## config.mk

```make
export PLATFORM = sky130hd
export DESIGN_NAME = pllt_mul
export DESIGN_NICKNAME = d
export VERILOG_FILES = /design/src/hdl/pllt_pkg.sv /design/src/hdl/pllt_mul.sv
export SDC_FILE = /design/constraint.sdc
export NUM_CORES = 2
export LEC_CHECK = 0
export ABC_AREA = 0
export ABC_CLOCK_PERIOD_IN_PS = 13920
export BUFFER_PORTS_ARGS = -buffer_cell sky130_fd_sc_hd__buf_2
export CORE_MARGIN = 1
export CORE_UTILIZATION = 40
export CTS_BUF_LIST = sky130_fd_sc_hd__clkbuf_8
export CTS_CLUSTER_DIAMETER = 80
export CTS_CLUSTER_SIZE = 8
export DETAILED_ROUTE_END_ITERATION = 7
export PLACE_DENSITY_LB_ADDON = 0.05
export SETUP_SLACK_MARGIN = 0.4
export SYNTH_ARGS = -nofsm -noshare
export SYNTH_HDL_FRONTEND = slang
export SYNTH_SLANG_ARGS = --single-unit
export TNS_END_PERCENT = 10
```

## constraint.sdc

```tcl
create_clock -name aclk -period 13.92 [get_ports aclk]
set_input_delay 0.696 -clock aclk [delete_from_list [all_inputs] [get_ports aclk]]
set_output_delay 0.696 -clock aclk [all_outputs]
set_load 0.05 [all_outputs]
```

## src/hdl/pllt_pkg.sv

```systemverilog
// Shared types and constants for the angle and speed tracking loop.
`timescale 1ns / 1ps

package pllt_pkg;

    // Register indexes on the configuration write port.
    localparam logic [1:0] REG_PROP_GAIN     = 2'd0;
    localparam logic [1:0] REG_INTEG_GAIN    = 2'd1;
    localparam logic [1:0] REG_SAMPLE_PERIOD = 2'd2;

    // Reset values of the configuration registers.
    localparam logic [23:0] PROP_GAIN_RST     = 24'd0;
    localparam logic [31:0] INTEG_GAIN_RST    = 32'd0;
    localparam logic [15:0] SAMPLE_PERIOD_RST = 16'd839;

    // Operand and product widths of the shared multiplier.
    localparam int unsigned MUL_OP_W   = 33;
    localparam int unsigned MUL_PROD_W = 2 * MUL_OP_W;

    // Sequencer states; each state from ST_PMUL to ST_AHI issues one multiplier operation.
    typedef enum logic [3:0] {
        ST_IDLE,
        ST_PMUL,
        ST_SUM,
        ST_HI,
        ST_LO,
        ST_ALO,
        ST_AHI,
        ST_QUOT,
        ST_UPD
    } state_t;

endpackage

```

## src/hdl/pllt_mul.sv

```systemverilog
// Shared signed multiplier with a registered product.
`timescale 1ns / 1ps

module pllt_mul (
    input  logic                                   aclk,
    input  logic signed [pllt_pkg::MUL_OP_W-1:0]   op_a,
    input  logic signed [pllt_pkg::MUL_OP_W-1:0]   op_b,
    output logic signed [pllt_pkg::MUL_PROD_W-1:0] prod
);
    import pllt_pkg::*;

    logic signed [MUL_PROD_W-1:0] prod_reg;

    // One product per cycle, available the cycle after the operands.
    always_ff @(posedge aclk) begin
        prod_reg <= op_a * op_b;
    end

    assign prod = prod_reg;

endmodule

```

* Yosys cells after proc, flatten, opt, wreduce, memory -nomap -nowiden
Cells that the tools add are included.
W data, S select, Z words.
** Cells by class
- $mul :: 1
** Operator list (number)
- $mul A33 B33 Y66 :: 1
** Word-level totals
- Logic and storage cells :: 2
- Output and inout port bits :: 66
- Bits in registers :: 66
- Input bits :: 67

* Longest topological paths before layout
- Word-level depth :: 1
- Depth in mapped cells :: 27
- Mapped depth without buffers :: 26

* Least setup slack after synthesis
Ideal clock, no wire load.
- Path kind :: in2reg
- From :: input port op_a[32] (netlist bit)
- To :: register prod_reg[62], in the netlist prod[62]
- Cell stages on the path :: 23
- Path buffers :: 2
- Slack :: 5.988 ns
- Required time :: 13.841 ns
- Arrival time :: 7.853 ns
- Cell sequence :: clkbuf_1 -> nand2_1 -> inv_1 -> fa_1 -> fa_1 -> fa_1 -> fa_1 -> fa_1 -> fa_1 -> fa_1 -> inv_1 -> fa_1 -> inv_1 -> ha_1 -> clkbuf_1 -> and3_1 -> nand3_1 -> nand2b_1 -> a2111oi_4 -> a211oi_4 -> a21o_2 -> a21o_1 -> a211oi_2
** Between the ends
- Word-level cells in the longest chain between the ends :: 1
** Ends and longest elaborated chain
- start, declared :: RTL line pllt_mul.sv:6 : input logic signed [pllt_pkg::MUL_OP_W-1:0] op_a,
- $mul A33 B33 Y66 :: RTL line pllt_mul.sv:16 : prod_reg <= op_a * op_b;
- end signal, assigned :: RTL line pllt_mul.sv:16
- end, declared :: RTL line pllt_mul.sv:12 : logic signed [MUL_PROD_W-1:0] prod_reg;
Every way passes these cells.

* Worst setup path in the final report
- From :: input port op_a[32] (netlist bit)
- To :: register prod_reg[64], in the netlist prod[64]
The elaborated chain is that of the path after synthesis.

==> impl_metrics.env <==
export IMPL_overflow=0
export IMPL_criticalPathCategory="in2reg"
export IMPL_endpoint="prod[64]"
export IMPL_cts_htree_levels=3
export IMPL_rsz0062_at_grt="false"
export IMPL_clockRootBuffer="clkbuf_8"
export IMPL_area_growth_pct=4.98
export IMPL_initial_utilization=0.406
export IMPL_synth_seq_area_share=0.0324
export IMPL_setup_viol=0
export IMPL_vias=28001
export IMPL_netlist_area_leader_share=0.563
export IMPL_fmax_ghz=0.115
export IMPL_crit_path_start_kind="input port"
export IMPL_synth_area_leaders="fa_1 56%, inv_1 10%, and2_1 8.6%"
export IMPL_drc=0
export IMPL_post_cts_buffers=0
export IMPL_worstSetupStartpoint="op_a[32]"
export IMPL_finalHoldViolCount=0
export IMPL_synth_edff_count=0
export IMPL_cts_buffers=9
export IMPL_synth_warnings=0
export IMPL_drt_iter0_drc=1347
export IMPL_ctsHoldBuffers=0
export IMPL_core_sq_um=100000
export IMPL_synth_avg_cell_area_sq_um=9.39
export IMPL_cts_path_max_buffers=2
export IMPL_ys_flop_type="dfxtp_1"
export IMPL_worst_ep_arrival_time_ps=9090
export IMPL_final_nets=5733
export IMPL_drive_gt1_frac=0.0531
export IMPL_gp_routability_congestion=0.880
export IMPL_syn_area_sq_um=40700
export IMPL_dp_hpwl_microns=101000
export IMPL_synth_largest_area_cell="fa_1"
export IMPL_path_clk_slew_ps=100
export IMPL_final_cell_mix="1145 x fa_1, 1131 x inv_1, 562 x and2_1, 551 x nand2_1, 217 x ha_1"
export IMPL_drtPass1Iterations=5
export IMPL_cts_sinks=66
export IMPL_synth_cells=4338
export IMPL_die_h_microns=321
export IMPL_grt_max_degree=34
export IMPL_portBuffers=132
export IMPL_ys_async_sr_fraction=0
export IMPL_num_rows=116
export IMPL_relSlewSlack=0.316
export IMPL_finalCritPeriodShare=0.627
export IMPL_status="completed"
export IMPL_vias_per_cell=4.94
export IMPL_grt_pass1_wl_microns=196000
export IMPL_cts_resized=0
export IMPL_syn_nets=5767
export IMPL_dieArea_sq_um=103000
export IMPL_antenna_found_initial=6
export IMPL_drv_slew=0
export IMPL_worstMarginPinSlew_ps=1030
export IMPL_pin_count=133
export IMPL_fp_dieW_microns=321
export IMPL_largest_register_ffs=66
export IMPL_hp_class="in2reg"
export IMPL_drtAntennaViolNets=0
export IMPL_max_cap_viol_count=0
export IMPL_grt_use_total=0.256
export IMPL_worst_endpoint_required_ps=14280
export IMPL_min_period_ps=8730
export IMPL_fin_tns_setup_ps=0
export IMPL_multi_input_area_sq_um=34300
export IMPL_wl_per_cell_microns=22.0
export IMPL_cts_tree="yes"
export IMPL_cp_max_fo=33
export IMPL_synth_seq_cells=66
export IMPL_grt_pass1_vias=31257
export IMPL_mostFrequentLayoutCell="fa_1"
export IMPL_register_area_sq_um=1320
export IMPL_routed_wl_microns=125000
export IMPL_fill_cells=10205
export IMPL_cp_end_kind="flop"
export IMPL_yosysUniqueCellTypes=80
==> cells in the mapped netlist, types with 4 or more instances <==
| library cell | instances |
|---|---|
| fa_1 | 1145 |
| inv_1 | 1131 |
| and2_1 | 562 |
| nand2_1 | 551 |
| ha_1 | 217 |
| clkbuf_1 | 208 |
| nor2_1 | 68 |
| dfxtp_1 | 66 |
| a21oi_1 | 57 |
| xnor2_1 | 43 |
| a21o_1 | 36 |
| nand3_1 | 25 |
| o21ai_0 | 25 |
| xor2_1 | 25 |
| nand2b_1 | 12 |
| buf_2 | 11 |
| nand4_1 | 11 |
| o21bai_1 | 11 |
| a31oi_1 | 8 |
| a211oi_1 | 7 |
| nor3_1 | 7 |
| a211o_1 | 6 |
| o21a_1 | 6 |
| o21ai_1 | 6 |
| and3_1 | 5 |
| and4_1 | 5 |
| nor2b_1 | 5 |
| o211ai_1 | 4 |
==> cell type report <==
type,count,area share
multi-input combinational,2920,0.802
tap,1357,0.0397
inverter,1131,0.0993
clock inverter,6,0.000966
timing repair buffer,176,0.0232
clock buffer,10,0.00322
antenna,5,0.000293
sequential,66,0.0309
==> critical path: stages <==
cell and delay, ps:
buf_2 560, nand2_1 180, inv_1 180, fa_1 500
fa_1 560, fa_1 940, fa_1 560, fa_1 520
fa_1 520, fa_1 490, inv_1 40, fa_1 480
inv_1 50, ha_1 460, nand3_1 270, nor2_1 410
nand2_1 190, nor3_1 600, o311ai_4 290, nand3_2 230
a211oi_1 100, a311oi_1 230
==> metrics by stage <==
| step | util | worst slack [ps] | area [sq um] | hold WS (ps) | cells |
|---|---|---|---|---|---|
| after floorplan | - | 5990 | 40700 | 823 | 4338 |
| after global placement | 0.424 | 4800 | 42600 | 1160 | 5650 |
| after detailed placement | 0.424 | 4750 | 42600 | 1160 | 5650 |
| after CTS | 0.426 | 5260 | 42800 | 789 | 5666 |
| after global routing | 0.426 | 4850 | 42800 | 830 | 5668 |
| final | 0.426 | 5190 | 42800 | 833 | 5671 |
==> layer usage <==
| metal | wire length [microns] | vias up | global-route usage |
|---|---|---|---|
| met5 | 0 | - | 0 |
| met4 | 4220 | 0 | 0.0818 |
| met3 | 4790 | 126 | 0.0239 |
| met2 | 65900 | 595 | 0.463 |
| met1 | 50000 | 15022 | 0.322 |
| li1 | - | 12258 | - |
==> kinds of logic (layout without fill, tap and decap cells) <==
group,after synthesis,count (layout),synth area share
adder cells (fa/ha/maj),1362,1362,0.629
buffers and inverters,1352,1323,0.125
AND/OR/NAND/NOR,1271,1271,0.158
AO/OA/AOI/OAI,219,219,0.0407
XOR/XNOR,68,68,0.0146
flip-flops,66,66,0.0324
other,0,5,0
==> worst min-delay path by stage <==
stage,endpoint,cells after the start,from
2_1_floorplan,prod[0],1,op_a[0]
5_1_grt,prod[0],2,op_b[0]
6_report,prod[0],2,op_b[0]
4_1_cts,prod[0],2,op_b[0]
3_3_place_gp,prod[45],1,prod[45]
3_5_place_dp,prod[21],1,prod[21]
Power is left out: the tool's default activity adds up to more than one toggle a clock period on the data nets, which glitch-free logic cannot reach.
